[src/rtl/mst_pkg.sv]
package mst_pkg;

   localparam int NUM_SLOTS_DEF    = 16;
   localparam int MAX_RESULTS      = 16;
   localparam logic [3:0] TIME_SCALE_RESET = 4'd10;

   localparam logic [1:0] CMD_TICK       = 2'd0;
   localparam logic [1:0] CMD_REGISTER   = 2'd1;
   localparam logic [1:0] CMD_UNREGISTER = 2'd2;

   localparam logic [2:0] KIND_REGISTERED = 3'd0;
   localparam logic [2:0] KIND_FULL       = 3'd1;
   localparam logic [2:0] KIND_FREED      = 3'd2;
   localparam logic [2:0] KIND_WAS_EMPTY  = 3'd3;
   localparam logic [2:0] KIND_BAD_INDEX  = 3'd4;
   localparam logic [2:0] KIND_FIRED      = 3'd5;
   localparam logic [2:0] KIND_TICK_NONE  = 3'd6;

   typedef enum logic [1:0] {
      ST_IDLE,
      ST_SCAN,
      ST_DONE
   } state_type;

   typedef struct packed {
      logic [1:0]  cmd;
      logic [15:0] timeout;
      logic [15:0] period;
      logic [7:0]  slot_index;
   } req_type;

   typedef struct packed {
      logic [2:0]  kind;
      logic [5:0]  slot;
      logic [31:0] now_tick;
      logic        last;
   } rsp_type;

   typedef struct packed {
      logic        active;
      logic [31:0] due;
      logic [31:0] reload;
   } slot_type;

   typedef struct packed {
      logic [1:0]  cmd;
      logic [31:0] tick;
      logic [19:0] tmo_scaled;
      logic [19:0] per_scaled;
      logic        idx_hit;
      logic        fire_ok;
      logic        claim_ok;
   } head_ctl_type;

   typedef struct packed {
      logic fire;
      logic claim;
      logic freed;
   } head_evt_type;

endpackage

[src/rtl/mst_cell.sv]
module mst_cell (
   input  logic              clock,
   input  logic              reset,
   input  logic              shift,
   input  mst_pkg::slot_type slot_d,
   output mst_pkg::slot_type slot_q
);

   logic        active_ff, active_in;
   logic [31:0] due_ff, due_in;
   logic [31:0] reload_ff, reload_in;

   always_comb begin
      active_in = shift ? slot_d.active : active_ff;
      due_in    = shift ? slot_d.due    : due_ff;
      reload_in = shift ? slot_d.reload : reload_ff;
   end

   always_ff @(posedge clock) begin
      if (reset) begin
         active_ff <= 1'b0;
      end else begin
         active_ff <= active_in;
      end
   end

   always_ff @(posedge clock) begin
      due_ff    <= due_in;
      reload_ff <= reload_in;
   end

   assign slot_q.active = active_ff;
   assign slot_q.due    = due_ff;
   assign slot_q.reload = reload_ff;

endmodule

[src/rtl/mst_head.sv]
module mst_head (
   input  mst_pkg::slot_type     cur,
   input  mst_pkg::head_ctl_type ctl,
   output mst_pkg::slot_type     nxt,
   output mst_pkg::head_evt_type evt
);

   always_comb begin
      nxt = cur;
      evt = '0;
      case (ctl.cmd)
         mst_pkg::CMD_TICK: begin
            if (cur.active && (cur.due <= ctl.tick) && ctl.fire_ok) begin
               evt.fire = 1'b1;
               if (cur.reload != 32'd0) begin
                  nxt.due = ctl.tick + cur.reload;
               end else begin
                  nxt.active = 1'b0;
               end
            end
         end
         mst_pkg::CMD_REGISTER: begin
            // lowest free slot wins, later free slots see claim_ok low
            if (!cur.active && ctl.claim_ok) begin
               evt.claim  = 1'b1;
               nxt.active = 1'b1;
               nxt.due    = ctl.tick + 32'(ctl.tmo_scaled);
               nxt.reload = 32'(ctl.per_scaled);
            end
         end
         mst_pkg::CMD_UNREGISTER: begin
            if (cur.active && ctl.idx_hit) begin
               evt.freed  = 1'b1;
               nxt.active = 1'b0;
               nxt.reload = 32'd0;
            end
         end
         default: begin
            nxt = cur;
         end
      endcase
   end

endmodule

[src/rtl/multi_slot_timer_pool_top.sv]
// Timer slot pool built as a ring of slot cells that rotates past one processing head.
// Every tick, register or unregister command is accepted, then rotates the whole ring once
// through the head, then posts the final word; no new command is accepted until then.
// A tick that fires slots posts each fired word but the last during the rotation; the
// ring pauses while the output register holds a word that has not been taken and another
// must be posted. An unused command code is accepted at once, returns to idle and gives
// no word. The time scale register is written at once through csr_wr_en and csr_wr_data
// and is applied when a timer is registered.
module multi_slot_timer_pool_top #(
   parameter int NUM_SLOTS = mst_pkg::NUM_SLOTS_DEF
) (
   input  logic             clock,
   input  logic             reset,
   input  logic             req_valid,
   output logic             req_ready,
   input  mst_pkg::req_type req_word,
   output logic             rsp_valid,
   input  logic             rsp_ready,
   output mst_pkg::rsp_type rsp_word,
   input  logic             csr_wr_en,
   input  logic [3:0]       csr_wr_data
);

   localparam int IW = (NUM_SLOTS > 1) ? $clog2(NUM_SLOTS) : 1;
   localparam int CW = $clog2(mst_pkg::MAX_RESULTS + 1);
   localparam logic [IW-1:0] LAST_STEP = IW'(NUM_SLOTS - 1);

   mst_pkg::state_type state_ff, state_in;
   logic [IW-1:0]      step_ff, step_in;
   logic [1:0]         cmd_ff, cmd_in;
   logic [7:0]         idx_ff, idx_in;
   logic [19:0]        tmo_sc_ff, tmo_sc_in;
   logic [19:0]        per_sc_ff, per_sc_in;
   logic [31:0]        tick_ff, tick_in;
   logic [3:0]         scale_ff, scale_in;
   logic               pend_valid_ff, pend_valid_in;
   logic [2:0]         pend_kind_ff, pend_kind_in;
   logic [5:0]         pend_slot_ff, pend_slot_in;
   logic [CW-1:0]      fire_cnt_ff, fire_cnt_in;
   logic               rsp_valid_ff, rsp_valid_in;
   mst_pkg::rsp_type   rsp_ff, rsp_in;

   mst_pkg::slot_type     cell_q [NUM_SLOTS];
   mst_pkg::slot_type     head_nxt;
   mst_pkg::head_ctl_type head_ctl;
   mst_pkg::head_evt_type head_evt;

   logic accept;
   logic out_free;
   logic advance;
   logic push;
   mst_pkg::rsp_type push_word;

   assign req_ready = (state_ff == mst_pkg::ST_IDLE);
   assign accept    = req_valid && req_ready;
   assign out_free  = !rsp_valid_ff || rsp_ready;

   always_comb begin
      head_ctl.cmd        = cmd_ff;
      head_ctl.tick       = tick_ff;
      head_ctl.tmo_scaled = tmo_sc_ff;
      head_ctl.per_scaled = per_sc_ff;
      head_ctl.idx_hit    = (idx_ff == 8'(step_ff));
      head_ctl.fire_ok    = (fire_cnt_ff < CW'(mst_pkg::MAX_RESULTS));
      head_ctl.claim_ok   = !pend_valid_ff;
   end

   mst_head u_head (
      .cur (cell_q[0]),
      .ctl (head_ctl),
      .nxt (head_nxt),
      .evt (head_evt)
   );

   // a new fire has to flush the held one first
   assign advance = (state_ff == mst_pkg::ST_SCAN) &&
                    !(head_evt.fire && pend_valid_ff && !out_free);

   for (genvar i = 0; i < NUM_SLOTS; i++) begin : g_cell
      mst_pkg::slot_type cell_d;
      if (i == NUM_SLOTS - 1) begin : g_tail
         assign cell_d = head_nxt;
      end else begin : g_link
         assign cell_d = cell_q[i+1];
      end
      mst_cell u_cell (
         .clock  (clock),
         .reset  (reset),
         .shift  (advance),
         .slot_d (cell_d),
         .slot_q (cell_q[i])
      );
   end

   always_comb begin
      state_in      = state_ff;
      step_in       = step_ff;
      cmd_in        = cmd_ff;
      idx_in        = idx_ff;
      tmo_sc_in     = tmo_sc_ff;
      per_sc_in     = per_sc_ff;
      tick_in       = tick_ff;
      scale_in      = csr_wr_en ? csr_wr_data : scale_ff;
      pend_valid_in = pend_valid_ff;
      pend_kind_in  = pend_kind_ff;
      pend_slot_in  = pend_slot_ff;
      fire_cnt_in   = fire_cnt_ff;
      push          = 1'b0;
      push_word     = '0;
      push_word.now_tick = tick_ff;

      unique case (state_ff)
         mst_pkg::ST_IDLE: begin
            if (accept) begin
               cmd_in        = req_word.cmd;
               idx_in        = req_word.slot_index;
               tmo_sc_in     = 20'(req_word.timeout) * 20'(scale_ff);
               per_sc_in     = 20'(req_word.period) * 20'(scale_ff);
               step_in       = '0;
               pend_valid_in = 1'b0;
               fire_cnt_in   = '0;
               case (req_word.cmd) inside
                  mst_pkg::CMD_TICK: begin
                     tick_in  = tick_ff + 32'd1;
                     state_in = mst_pkg::ST_SCAN;
                  end
                  mst_pkg::CMD_REGISTER, mst_pkg::CMD_UNREGISTER: begin
                     state_in = mst_pkg::ST_SCAN;
                  end
                  default: begin
                     state_in = mst_pkg::ST_IDLE;
                  end
               endcase
            end
         end
         mst_pkg::ST_SCAN: begin
            if (advance) begin
               step_in = step_ff + IW'(1);
               if (step_ff == LAST_STEP) begin
                  state_in = mst_pkg::ST_DONE;
               end
               if (head_evt.fire) begin
                  if (pend_valid_ff) begin
                     push           = 1'b1;
                     push_word.kind = pend_kind_ff;
                     push_word.slot = pend_slot_ff;
                     push_word.last = 1'b0;
                  end
                  pend_valid_in = 1'b1;
                  pend_kind_in  = mst_pkg::KIND_FIRED;
                  pend_slot_in  = 6'(step_ff);
                  fire_cnt_in   = fire_cnt_ff + CW'(1);
               end else if (head_evt.claim) begin
                  pend_valid_in = 1'b1;
                  pend_kind_in  = mst_pkg::KIND_REGISTERED;
                  pend_slot_in  = 6'(step_ff);
               end else if (head_evt.freed) begin
                  pend_valid_in = 1'b1;
                  pend_kind_in  = mst_pkg::KIND_FREED;
                  pend_slot_in  = 6'(step_ff);
               end
            end
         end
         mst_pkg::ST_DONE: begin
            if (out_free) begin
               push           = 1'b1;
               push_word.last = 1'b1;
               state_in       = mst_pkg::ST_IDLE;
               if (pend_valid_ff) begin
                  push_word.kind = pend_kind_ff;
                  push_word.slot = pend_slot_ff;
               end else begin
                  case (cmd_ff)
                     mst_pkg::CMD_TICK:     push_word.kind = mst_pkg::KIND_TICK_NONE;
                     mst_pkg::CMD_REGISTER: push_word.kind = mst_pkg::KIND_FULL;
                     default: begin
                        push_word.kind = (idx_ff >= 8'(NUM_SLOTS)) ?
                                         mst_pkg::KIND_BAD_INDEX : mst_pkg::KIND_WAS_EMPTY;
                     end
                  endcase
               end
            end
         end
         default: begin
            state_in = mst_pkg::ST_IDLE;
         end
      endcase

      rsp_valid_in = push ? 1'b1 : (rsp_ready ? 1'b0 : rsp_valid_ff);
      rsp_in       = push ? push_word : rsp_ff;
   end

   always_ff @(posedge clock) begin
      if (reset) begin
         state_ff      <= mst_pkg::ST_IDLE;
         step_ff       <= '0;
         tick_ff       <= 32'd0;
         scale_ff      <= mst_pkg::TIME_SCALE_RESET;
         pend_valid_ff <= 1'b0;
         fire_cnt_ff   <= '0;
         rsp_valid_ff  <= 1'b0;
      end else begin
         state_ff      <= state_in;
         step_ff       <= step_in;
         tick_ff       <= tick_in;
         scale_ff      <= scale_in;
         pend_valid_ff <= pend_valid_in;
         fire_cnt_ff   <= fire_cnt_in;
         rsp_valid_ff  <= rsp_valid_in;
      end
   end

   always_ff @(posedge clock) begin
      cmd_ff       <= cmd_in;
      idx_ff       <= idx_in;
      tmo_sc_ff    <= tmo_sc_in;
      per_sc_ff    <= per_sc_in;
      pend_kind_ff <= pend_kind_in;
      pend_slot_ff <= pend_slot_in;
      rsp_ff       <= rsp_in;
   end

   assign rsp_valid = rsp_valid_ff;
   assign rsp_word  = rsp_ff;

endmodule

[config.mk]
export PLATFORM = sky130hd
export DESIGN_NAME = multi_slot_timer_pool_top
export DESIGN_NICKNAME = d
export VERILOG_FILES = /design/src/rtl/mst_pkg.sv /design/src/rtl/mst_cell.sv /design/src/rtl/mst_head.sv /design/src/rtl/multi_slot_timer_pool_top.sv
export SDC_FILE = /design/constraint.sdc
export NUM_CORES = 2
export LEC_CHECK = 0
export BUFFER_PORTS_ARGS = -buffer_cell sky130_fd_sc_hd__buf_4
export CORE_ASPECT_RATIO = 1.1
export CORE_UTILIZATION = 65
export DETAILED_ROUTE_END_ITERATION = 6
export PLACE_DENSITY_LB_ADDON = 0.12
export REMOVE_ABC_BUFFERS = 1
export SYNTH_ARGS = -nofsm -noshare
export SYNTH_HDL_FRONTEND = slang
export SYNTH_SLANG_ARGS = --single-unit
export TNS_END_PERCENT = 1
[constraint.sdc]
create_clock -name clock -period 40.8 [get_ports clock]
set_input_delay 4.08 -clock clock [delete_from_list [all_inputs] [get_ports clock]]
set_output_delay 4.08 -clock clock [all_outputs]
set_load 0.05 [all_outputs]
==> impl_results.md <==
- Status: finished, final reports clean
- WP buf/inv: 5
- Critical Path Start Type: input pin
- Worst Hold Path Cells: 0
- Hold-fix buffers, CTS: 0
- Met2 Resource Use GR: 0.367
- Cell family contributing the most delay on the critical path: buffers and inverters
- Antenna violations before repair: 0
- Overflow after GRT: 0
- Met3 usage: 0.0347
- Crit path top cell by count: buf_4
- Fmax: 116 MHz
- Leakage: around 18 nW
- Slowest-stage cell, CP: inv_8
- DR WL/cell: between 20 and 25 um
- Syn Inst Count: ~2600
- H-tree depth: 3
- Critical path class: input pin to register
- Initial Util: 0.660
- Layout cell share with drive strength beyond 1: 0.104
- Clk slew on worst S/H paths: 60 ps
- Die Wd: approximately 250 um
- Worst hold slack: approximately 400 ps
- PortBufs: between 90 and 100
- Synth top area share: 0.750
- Post-route clock period utilization: 0.212
- Max Buffers Root-to-Sink: 3
- Setup tns final: 0 ps
- DP HPWL: between 40 and 50 mm
- Hold WC Path Type: register to register
- Final nets: slightly above 3000
- RR Endpoint: g_cell[10].u_cell.due_ff[9]
- Worst Path Arrival: ~8900 ps
- Final WL: around 78 mm
- IO Count: 95
- Synthesized flop and latch total: 1185
- FP Rows: 100
- CTS Root Cell: clkbuf_16
- Asr flop ratio synth: 0
- Reg-to-reg startpoint: tick_ff[6]
- Vias/cell: roughly 5.7
- Fin. max-slew vios: 0
- Skew final: around 39 ps
- M1 GR Usage: 0.330
- Req. time, crit path: ~41000 ps
- HP Start: g_cell[9].u_cell.reload_ff[8]
- Relative slew margins: 0.260
- MaxCap Viol Count: 0
- Largest stage delay, worst path: about 950 ps
- # clock sinks: between 1000 and 1500
- DR DRC count: 0
- CTS tree: yes
- Worst reg2reg path depth: 13
- Total track usage: 0.230
- Total number of vias: approximately 22000
- Worst Tran Pin Value: between 1000 and 1500 ps
- Fin. Hold Viols: 0
- Post-synth top flop: edfxtp_1
- DR iter-0 viols: 1490
- Global-route wire length before repair: roughly 120 mm
- Post-synthesis sequential area ratio: 0.779
- Area delta synth->final: 11.7%
- Largest net degree at the start of global routing: between 150 and 200
- Crit-path cells: buf_4, nor2b_1, and2_1, o2111ai_1, nand2_1, inv_8, buf_4, buf_4, buf_4
- Dominant cell type by area after synthesis: edfxtp_1
- Final min period: roughly 8600 ps
- Synth cell types: 78
- Final setup fails: 0
- Worst IR Drop VDD: ~0.042 mV
- Grt peak-use layer: met2
- Post-CTS Setup Bufs: 0
- Pwr/cell area: roughly 54 nW/um2
- Antenna-violating nets left: 0
- Worst skew pair latency: between 600 and 700 ps
- Routability Congestion: ~0.9
- Average cell area after synthesis: between 15 and 20 um2
- CP max FO: between 100 and 150
- Vias in the first global route: 21700
- Die ar.: roughly 70000 um2
- Core outline area: roughly 68000 um2
- ANT cells: 0
- Worst R2R Setup Slack: 33360 ps
- Die height: between 200 and 300 um
- Yosys warning total: 0
- # resized after CTS: 0
- Inserted Clock Buffers: ~110
- TritonRoute pass-1 iters: 5
- Unrepaired setup endpoints after global routing: no
- Post-synth EDFFs: 1120
- Worst hold endpoint: g_cell[8].u_cell.reload_ff[8]
- Ranking of synthesized cells by area: edfxtp_1 75%, ha_1 3.9%, dfxtp_1 2.9%
- CP Capture Type: register
- Cell Area, Synth: around 45000 um2
==> worst register-to-register path: cells and delay by family, from the launching register on <==
family	cells	cell delay, ps
compound gates	2	770
flops	1	630
buf+inv	6	3750
simple gates	4	1570
fa+ha+maj	1	330
==> sequential cells by signal (all words and copies together) (netlist names), 4 cells and up <==
name and count:
tick_ff 32, step_ff 4, g_cell.u_cell.reload_ff 512, fire_cnt_ff 5
g_cell.u_cell.active_ff 16, rsp_word 40, pend_slot_ff 4, tmo_sc_ff 20
idx_ff 8, per_sc_ff 20, g_cell.u_cell.due_ff 512, scale_ff 4
==> power breakdown <==
part / switching, W / internal, W / leakage, nW
Sequential: 0.0000422 / 0.00149 / 11.0
Combinational: 0.000140 / 0.0000662 / 5.23
Clock: 0.000426 / 0.000533 / 1.65
==> through the flow <==
| step | instances | power [W] | area, um2 | utilization | setup WS, ps |
|---|---|---|---|---|---|
| 2_1_floorplan | 2549 | 0.00179 | 44600 | - | 14770 |
| 3_3_place_gp | 3586 | 0.00175 | 46700 | 0.688 | 31620 |
| 3_5_place_dp | 3586 | 0.00176 | 46700 | 0.688 | 31430 |
| 4_1_cts | 3783 | 0.00272 | 50100 | 0.738 | 32180 |
| 5_1_grt | 3783 | 0.00279 | 50100 | 0.738 | 31810 |
| 6_report | 3783 | 0.00269 | 50100 | 0.738 | 32170 |
==> cells by family (layout without fill, tap and decap cells) <==
logic type	Yosys count	in the layout	share of synthesized area
DFF	1185	1185	0.779
and+or+nand+nor	545	545	0.0588
AOI/OAI and AO/OA	346	346	0.0516
adders and majority gates	199	199	0.0652
buffers and inverters	171	438	0.0149
xor gates and xnor gates	114	114	0.0223
muxes	36	36	0.00823
other	1	2	0.0000836
==> per-layer routing <==
layer	wire length (um)	vias to the layer above	part of all wire
met5	0	-	0
met4	1920	0	0.025
met1	35300	10900	0.45
met2	37400	495	0.48
met3	3690	118	0.047
li1	-	10200	-
==> how the worst max path moves through the flow <==
stage                     depth (start not counted)       from                          end  slack (ps)
final                                             9  rsp_ready  g_cell[10].u_cell.due_ff[9]       32170
after CTS                                         9  rsp_ready   g_cell[5].u_cell.due_ff[4]       32180
after floorplan                                   5  rsp_ready   g_cell[0].u_cell.due_ff[0]       14770
after global routing                              9  rsp_ready   g_cell[5].u_cell.due_ff[2]       31810
after detailed placement                          9  rsp_ready   g_cell[2].u_cell.due_ff[4]       31430
after global placement                            9  rsp_ready   g_cell[1].u_cell.due_ff[4]       31620
==> synth_stat cells, types with 9 or more instances <==
cell type and n:
a21oi_1 85, and2_1 73, nor2b_1 9, nor3_1 31, o21bai_1 11, nor4_1 16, inv_1 119, a211oi_1 16
nand2_1 169, a21o_1 34, clkbuf_1 39, edfxtp_1 1120, nand3_1 25, xor2_1 24, a22oi_1 14, dfxtp_1 65
and3_1 15, nand2b_1 12, o21ai_0 73, nor2_1 133, xnor2_1 90, fa_1 58, ha_1 141, mux2i_1 29
o21a_1 15, o211ai_1 26, or3_1 14, nand4_1 27
==> cell usage in the layout (no fill, tap or decap), types with 6 or more instances in the layout <==
| cell | n |
|---|---|
| a211oi_1 | 16 |
| a21o_1 | 34 |
| a21oi_1 | 85 |
| a221o_1 | 8 |
| a22oi_1 | 14 |
| and2_1 | 73 |
| and3_1 | 15 |
| buf_4 | 118 |
| bufinv_16 | 7 |
| clkbuf_1 | 18 |
| clkbuf_16 | 108 |
| clkinv_1 | 29 |
| clkinv_2 | 21 |
| clkinv_4 | 6 |
| dfxtp_1 | 65 |
| edfxtp_1 | 1120 |
| fa_1 | 58 |
| ha_1 | 141 |
| inv_1 | 117 |
| mux2_2 | 7 |
| mux2i_1 | 29 |
| nand2_1 | 169 |
| nand2b_1 | 12 |
| nand3_1 | 25 |
| nand4_1 | 27 |
| nor2_1 | 132 |
| nor2b_1 | 9 |
| nor3_1 | 31 |
| nor4_1 | 16 |
| o211ai_1 | 26 |
| o21a_1 | 15 |
| o21ai_0 | 72 |
| o21bai_1 | 11 |
| or3_1 | 14 |
| or4_1 | 6 |
| xnor2_1 | 90 |
| xor2_1 | 24 |
==> final cells by class <==
class / count / area [um2]
inverters: 122 / 465
flip-flops and latches: 1185 / 34900
repair buffers: 119 / 906
well taps: 918 / 1150
clock buffers: 126 / 2770
clock inverters: 71 / 617
fillers: 4028 / 17800
multi-input cells: 1242 / 9270
Note: power is estimated with default switching activity, not from simulation.
